--- src/design/ise_pkg.sv ---
// ise_pkg: shared constants and control structs for the insertion sort engine
// depends on nothing; imported by every module of the block
`timescale 1ns / 1ps

package ise_pkg;

    localparam int DATA_W   = 32;
    localparam int CAPACITY = 32;
    localparam int CNT_W    = $clog2(CAPACITY + 1);

    typedef struct packed {
        logic insert;
        logic drop;
        logic shift;
    } ise_cmd_t;

    typedef struct packed {
        logic full;
        logic last_one;
    } ise_status_t;

endpackage

--- src/design/ise_datapath.sv ---
// ise_datapath: row of sorted cells with the element count and the drop flag
// depends on ise_pkg; driven by ise_ctrl through ise_cmd_t
`timescale 1ns / 1ps

module ise_datapath
    import ise_pkg::*;
(
    input  logic                     clk,
    input  logic                     rst_n,
    input  ise_cmd_t                 cmd,
    input  logic signed [DATA_W-1:0] value,
    output ise_status_t              status,
    output logic signed [DATA_W-1:0] sorted_value,
    output logic                     overflow
);

    logic signed [DATA_W-1:0] store_reg [CAPACITY];
    logic signed [DATA_W-1:0] store_next [CAPACITY];
    logic [CNT_W-1:0]         count_reg;
    logic [CNT_W-1:0]         count_next;
    logic                     dropped_reg;
    logic                     dropped_next;
    logic [CAPACITY-1:0]      gt;

    genvar g;
    generate
        for (g = 0; g < CAPACITY; g++)
        begin : g_cell
            logic signed [DATA_W-1:0] prev_val;
            logic                     prev_gt;
            logic signed [DATA_W-1:0] up_val;

            // empty cells count as greater than the new value
            assign gt[g] = (CNT_W'(g) >= count_reg) || (store_reg[g] > value);

            if (g == 0)
            begin : g_first
                assign prev_val = value;
                assign prev_gt  = 1'b0;
            end
            else
            begin : g_rest
                assign prev_val = store_reg[g-1];
                assign prev_gt  = gt[g-1];
            end

            if (g == CAPACITY - 1)
            begin : g_top
                assign up_val = store_reg[g];
            end
            else
            begin : g_mid
                assign up_val = store_reg[g+1];
            end

            always_comb
            begin
                store_next[g] = store_reg[g];
                if (cmd.insert && gt[g])
                begin
                    store_next[g] = prev_gt ? prev_val : value;
                end
                else if (cmd.shift)
                begin
                    store_next[g] = up_val;
                end
            end

            always_ff @(posedge clk)
            begin
                store_reg[g] <= store_next[g];
            end
        end
    endgenerate

    always_comb
    begin
        count_next   = count_reg;
        dropped_next = dropped_reg;
        if (cmd.insert)
        begin
            count_next = count_reg + CNT_W'(1);
        end
        else if (cmd.shift)
        begin
            count_next = count_reg - CNT_W'(1);
        end
        if (cmd.drop)
        begin
            dropped_next = 1'b1;
        end
        else if (cmd.shift && status.last_one)
        begin
            dropped_next = 1'b0;
        end
    end

    always_ff @(posedge clk or negedge rst_n)
    begin
        if (!rst_n)
        begin
            count_reg   <= '0;
            dropped_reg <= 1'b0;
        end
        else
        begin
            count_reg   <= count_next;
            dropped_reg <= dropped_next;
        end
    end

    assign status.full     = (count_reg == CNT_W'(CAPACITY));
    assign status.last_one = (count_reg == CNT_W'(1));
    assign sorted_value    = store_reg[0];
    assign overflow        = dropped_reg;

endmodule

--- src/design/ise_ctrl.sv ---
// ise_ctrl: collect / emit state machine and channel handshakes
// depends on ise_pkg; commands ise_datapath
`timescale 1ns / 1ps

module ise_ctrl
    import ise_pkg::*;
(
    input  logic        clk,
    input  logic        rst_n,
    input  logic        item_valid,
    output logic        item_stall,
    input  logic        end_of_list,
    output logic        result_valid,
    input  logic        result_stall,
    output logic        last_result,
    input  ise_status_t status,
    output ise_cmd_t    cmd
);

    localparam logic ST_COLLECT = 1'b0;
    localparam logic ST_EMIT    = 1'b1;

    logic state_reg;
    logic state_next;
    logic item_take;
    logic result_take;

    assign item_stall   = (state_reg == ST_EMIT);
    assign result_valid = (state_reg == ST_EMIT);
    assign last_result  = status.last_one;
    assign item_take    = item_valid && !item_stall;
    assign result_take  = result_valid && !result_stall;

    assign cmd.insert = item_take && !status.full;
    assign cmd.drop   = item_take && status.full;
    assign cmd.shift  = result_take;

    always_comb
    begin
        state_next = state_reg;
        case (state_reg)
            ST_COLLECT:
            begin
                if (item_take && end_of_list)
                begin
                    state_next = ST_EMIT;
                end
            end
            ST_EMIT:
            begin
                if (result_take && status.last_one)
                begin
                    state_next = ST_COLLECT;
                end
            end
            default:
            begin
                state_next = ST_COLLECT;
            end
        endcase
    end

    always_ff @(posedge clk or negedge rst_n)
    begin
        if (!rst_n)
        begin
            state_reg <= ST_COLLECT;
        end
        else
        begin
            state_reg <= state_next;
        end
    end

endmodule

--- src/design/insertion_sort_engine.sv ---
// insertion_sort_engine: top level joining the controller and the datapath
// depends on ise_pkg, ise_ctrl and ise_datapath
`timescale 1ns / 1ps
//
// usage
// - item channel (item_valid / item_stall): one signed 32-bit value per
//   request; end_of_list marks the final element, which is itself sorted
// - each element goes into a row of 32 cells that compare against it at once
//   and shift larger entries up, so an element is taken every cycle while a
//   list is being collected; equal values keep their arrival order
// - elements beyond 32 are dropped and the list's results carry overflow
// - in the cycle after the end_of_list request is taken, result_valid rises and
//   the list leaves in ascending order from the bottom cell, one result per
//   cycle while result_stall is low; last_result marks the final one
// - item_stall is high for the whole output phase, so a new list is taken
//   only once every result of the previous list has left
// - while result_stall is high the cells hold and the result stays steady
// - reset clears the count, the drop flag and the state; the block is then
//   ready for a new list at once
//
module insertion_sort_engine
    import ise_pkg::*;
(
    input  logic                     clk,
    input  logic                     rst_n,
    input  logic                     item_valid,
    output logic                     item_stall,
    input  logic signed [DATA_W-1:0] value,
    input  logic                     end_of_list,
    output logic                     result_valid,
    input  logic                     result_stall,
    output logic signed [DATA_W-1:0] sorted_value,
    output logic                     last_result,
    output logic                     overflow
);

    ise_cmd_t    cmd;
    ise_status_t status;

    ise_ctrl u_ctrl (
        .clk          (clk),
        .rst_n        (rst_n),
        .item_valid   (item_valid),
        .item_stall   (item_stall),
        .end_of_list  (end_of_list),
        .result_valid (result_valid),
        .result_stall (result_stall),
        .last_result  (last_result),
        .status       (status),
        .cmd          (cmd)
    );

    ise_datapath u_datapath (
        .clk          (clk),
        .rst_n        (rst_n),
        .cmd          (cmd),
        .value        (value),
        .status       (status),
        .sorted_value (sorted_value),
        .overflow     (overflow)
    );

endmodule

--- config.mk ---
export PLATFORM = sky130hd
export DESIGN_NAME = insertion_sort_engine
export DESIGN_NICKNAME = d
export VERILOG_FILES = /design/src/design/ise_pkg.sv /design/src/design/ise_datapath.sv /design/src/design/ise_ctrl.sv /design/src/design/insertion_sort_engine.sv
export SDC_FILE = /design/constraint.sdc
export NUM_CORES = 2
export LEC_CHECK = 0
export BUFFER_PORTS_ARGS = -buffer_cell sky130_fd_sc_hd__buf_2
export CORE_ASPECT_RATIO = 1.2
export CORE_MARGIN = 2
export CORE_UTILIZATION = 40
export CTS_CLUSTER_DIAMETER = 50
export DETAILED_ROUTE_END_ITERATION = 8
export HOLD_SLACK_MARGIN = 0.08
export PLACE_DENSITY_LB_ADDON = 0.25
export SETUP_SLACK_MARGIN = 0.1
export SYNTH_ARGS = -nofsm -noshare
export SYNTH_HDL_FRONTEND = slang
export SYNTH_HIERARCHICAL = 1
export SYNTH_SLANG_ARGS = --single-unit
export TNS_END_PERCENT = 100
--- constraint.sdc ---
create_clock -name clk -period 4.6 [get_ports clk]
set_input_delay 0.92 -clock clk [delete_from_list [all_inputs] [get_ports clk]]
set_output_delay 0.92 -clock clk [all_outputs]
set_load 0.01 [all_outputs]
# After elaboration in Yosys (flattened, before gate mapping)
# Memory sizes are Yosys's and may differ from the RTL's.
# Cells that the tools add are included.
[op_classes]
n_addsub = 2
magnitude_cmp = 64
mux = 101
n_bitwise = 1
n_reduce_logical = 75
eq_ne = 2
[ops]
columns = ["cell", "count"]
rows = [
  ["$mux 32", 94],
  ["$gt 32x32->1", 32],
  ["$ge 5x6->1 const A", 16],
  ["$ge 4x6->1 const A", 8],
  ["$logic_and 1x1->1", 38],
  ["$logic_or 1x1->1", 32],
  ["$ge 3x6->1 const A", 4],
  ["$ge 1x6->1 const A", 2],
  ["$ge 2x6->1 const A", 2],
  ["$mux 6", 2],
  ["$add 6x1->6 const B", 1],
  ["$eq 6x1->1 const B", 1],
  ["$eq 6x6->1 const B", 1],
  ["$sub 6x1->6 const B", 1],
  ["$mux 1", 4],
  ["$reduce_bool 2->1", 2],
  ["$logic_not 1->1", 3],
  ["$pmux 1 s2", 1],
  ["$not 1->1", 1],
]
[word_totals]
memories = 1
out_inout_bits = 36
mem_bits_rw = 1024
inputBits = 37
reg_bits = 8
[mem_list]
columns = ["name", "depth", "word_bits", "read_ports", "rd_ports_with_merged_regs", "write_ports", "line_no", "text"]
rows = [
  ["u_datapath.store_reg", 32, 32, 32, 0, 32, "ise_datapath.sv:17", "logic signed [DATA_W-1:0] store_reg [CAPACITY];"],
]

# Logic depth before layout (Yosys ltp)
[logic_depth]
word_depth = 5
mapped_depth = 15
depth_no_buf = 11

# Modules after synthesis
# The synthesis kept the hierarchy.
[by_module_without_submodules]
columns = ["module", "cells_per_inst", "area_per_inst_um2", "instances"]
rows = [
  ["ise_datapath", 7536, 75197.1, 1],
  ["ise_ctrl", 10, 85.1, 1],
]

# Least setup slack after synthesis
# Ideal clock, no wire load.
[synth_path]
path_type = "input port to flip-flop"
start = "in value[13]"
end = "mem u_datapath.store_reg[20][0], in the netlist u_datapath/store_reg[1][128], enable pin"
arrival_ns = 4.757
setup_slack_ns = -0.639
path_stages = 13
setup_time_ns = 0.482
cell_sequence = "inv_1 clkbuf_1 ha_1 a21oi_1 nor2_1 a2111o_1 o32ai_1 mux2_2 a22o_1 buf_2 nand2_1 buf_2 nand2b_1"
[synth_lines]
columns = ["element", "line_no", "text"]
rows = [
  ["from (decl)", "insertion_sort_engine.sv:28", "input logic signed [DATA_W-1:0] value,"],
  ["to (decl)", "ise_datapath.sv:17", ""],
]

==> out/metrics.yaml <==
worst_hold_path:
  holdPathStages: 3
  hp-start: "result_stall"
  hp-class: "in2reg"
  min_to: "u_ctrl/item_stall"
place:
  dp_slack_ns: -0.113
  dpl_cell_area_mm2: 0.0822
  io_buffers: 72
  gp_congestion: 0.909
  dp.final_hpwl_um: 196000
  dp_cells: 10055
detailed_routing:
  drt_iter0_markers: 5163
  drtPass1Iterations: 5
  via_per_inst: 6.01
  wl_per_cell_um: 24.7
  drc: 0
  finalWirelength_um: 255000
  vias: 62048
  ant_nets: 0
cells_and_area:
  final_nets: 8806
  final_cell_mix: "a21oi_1 (1158), ha_1 (1028), edfxtp_1 (1024)"
  area_growth_pct: 15.9
  finalInstanceArea_mm2: 0.0873
  fin_cells: 10331
  largest_reg_flops: 1024
  layout_commonest_cell: "a21oi_1"
  drive_above_1_share_pct: 14.1
timing:
  period_share_pct: 87.0
  maxSlewViolCount: 0
  setup_viol: 0
  clock_skew_ns: 0.0300
  max_slew_margin_pct: 21.2
  tightest_slew_ns: 1.18
  rsz0062_at_grt: "no"
  period_needed_ns: 4.00
  fin_ws_ns: 0.598
  fmax_mhz: 250
  hold_viol: 0
  setup-tns-final_ns: 0
  whs_ns: 0.429
setup_path:
  cpMostUsedCell: "buf_4"
  rr_endpoint: "u_datapath/store_reg[0][336]"
  worstSetupPathType: "reg2reg"
  max_stage_delay_ns: 0.53
  rrSetupSlack_ns: 0.60
  slowest_stage: "nor4_1"
  rr_worst_depth: 13
  path_cells: "ha_1, nand4_1, nor4_1, nand4_1, buf_4, nor3_1, buf_4, nor3_1, mux2i_1, o21ai_4, and2_1, buf_4, a21oi_1"
  crit_required_ns: 5.10
  crit_path_max_fanout: 32
  end_kind: "flip-flop"
  critPathBufInv: 3
  cpLargestDelayFamily: "simple AND/OR/NAND/NOR gates"
  crit_arrival_ns: 4.51
  crit_path_start_kind: "flip-flop"
  regToRegStartpoint: "u_datapath/store_reg[0][345]"
global_route:
  overflow: 0
  grt_pass1_wl_um: 384000
  antenna_found_initial: 3
  track_usage_pct: 26.0
  grt_pass1_vias: 62446
  grt_start_max_net_pins: 64
synth:
  synth_compound_area_share_pct: 16.0
  synth_simple_gate_area_share_pct: 10.8
  synth-edff-count: 1024
  syn-num-nets: 8611
  synth.mux.area_fraction_pct: 11.7
  synth-main-ff-cell: "edfxtp_1"
  synth_top_family_by_area: "adder cells"
  synth_cell_types: 79
  yosysSeqAreaShare_pct: 41.1
  synthAdderAreaFrac_pct: 17.1
  yosysWarnings: 6
  synthXorXnorAreaFrac_pct: 0.0582
  syn-cell-area_mm2: 0.0753
  ys_ff_latch: 1032
  synthArstFlopShare_pct: 0.775
  syn_avg_cell_area_um2: 9.98
  postSynthCellCount: 7546
power_and_ir_drop:
  power_density_mw_per_mm2: 628
  ir_drop_mv: 0.470
  leakage_nw: 36.4
clock_network:
  path_clk_slew_ns: 0.06
  cts_made_buffers: 147
  cts_root_buf: "clkbuf_16"
  clock_latency_ns: 0.80
  postCtsHoldBufs: 1
  cts-htree-levels: 4
  cts_tree: "yes"
  clockBufferDepth: 3
  cts_sinks: 1032
  post-cts-setup-buffers: 0
  post_cts_resized: 0
job:
  maxCapViolations: 0
die:
  die_x_um: 400
  io_pins: 73
  rows: 174
  coreArea_mm2: 0.187
  initial_utilization_pct: 40.2
  die_y_um: 479
  die-area_mm2: 0.192
outcome:
  outcome: "finished clean"
-- routing by layer --
metal	vias to the layer above	track usage, %	share of wire (%)
met2	2097	43.4	47
met5	-	0	0
met1	30554	33.7	42
met4	0	10.7	4.4
met3	527	3.74	5.9
li1	28870	-	-
-- where the power goes --
part	total [mW]	internal [mW]	switching, mW
Sequential	18.7	15.1	3.55
Combinational	24.2	10.4	13.8
Clock	12.0	7.29	4.70
Total	54.8	32.8	22.0
-- metrics by stage --
stage | util, % | power (mW)
floorplan | - | 33.4
global placement | 43.9 | 41.8
detailed placement | 43.9 | 42.6
CTS | 46.6 | 54.8
global route | 46.6 | 58.2
finish | 46.6 | 54.8
-- cell type report --
cell class,count,area (um^2)
repair buffers,504,5470
flip-flops and latches,1032,30900
inverters,115,432
fillers,17508,100000
clock inverters,106,1270
multi-input cells,5941,42300
diodes,3,7.51
clock buffers,166,3770
well taps,2464,3080
-- synthesized netlist by cell type, types with 7 or more instances --
master | n | area share (%)
a2111o_1 | 13 | 0.19
a2111oi_0 | 12 | 0.14
a211oi_1 | 41 | 0.41
a21o_1 | 55 | 0.55
a21oi_1 | 1161 | 7.7
a31oi_1 | 12 | 0.10
and2_1 | 12 | 0.10
and4_1 | 8 | 0.093
buf_1 | 19 | 0.095
buf_2 | 92 | 0.61
buf_4 | 23 | 0.23
buf_6 | 7 | 0.10
clkbuf_1 | 317 | 1.6
dfrtp_1 | 8 | 0.27
edfxtp_1 | 1024 | 41
ha_1 | 1028 | 17
inv_1 | 113 | 0.56
mux2_2 | 257 | 3.8
mux2i_1 | 593 | 7.9
nand2_1 | 750 | 3.7
nand2b_1 | 36 | 0.30
nand3_1 | 30 | 0.20
nand4_1 | 219 | 1.8
nor2_1 | 621 | 3.1
nor2b_1 | 50 | 0.42
nor3_1 | 26 | 0.17
nor4_1 | 32 | 0.27
o211ai_1 | 37 | 0.37
o21a_1 | 38 | 0.38
o21ai_0 | 734 | 4.9
o21bai_1 | 14 | 0.14
o31ai_1 | 12 | 0.12
o32ai_1 | 7 | 0.081
or2_2 | 22 | 0.18
or3_1 | 11 | 0.091
or4_1 | 12 | 0.12
-- kinds of logic (layout without fill, tap and decap cells) --
logic type | after synthesis | in the layout
AOI/OAI and AO/OA | 2207 | 2207
xor gates and xnor gates | 5 | 5
adders and majority gates | 1028 | 1028
buffers and inverters | 573 | 891
DFF | 1032 | 1032
muxes | 850 | 850
other | 0 | 3
and+or+nand+nor | 1851 | 1851
-- worst min-delay path: cells and delay by family --
family | cells | cell delay (ns)
buf+inv | 2 | 0.17
compound gates | 1 | 0.08
-- worst max-delay path by stage --
| stage | start | endpoint | cells past startpoint |
|---|---|---|---|
| after floorplan | value[29] | u_datapath/store_reg[1][100] | 12 |
| after global placement | value[17] | u_datapath/store_reg[0][345] | 14 |
| after detailed placement | value[17] | u_datapath/store_reg[0][345] | 14 |
| after CTS | u_datapath/store_reg[0][345] | u_datapath/store_reg[0][345] | 13 |
| after global routing | u_datapath/store_reg[0][345] | u_datapath/store_reg[0][377] | 14 |
| final | u_datapath/store_reg[0][345] | u_datapath/store_reg[0][336] | 13 |
(Power assumes the default switching activity.)
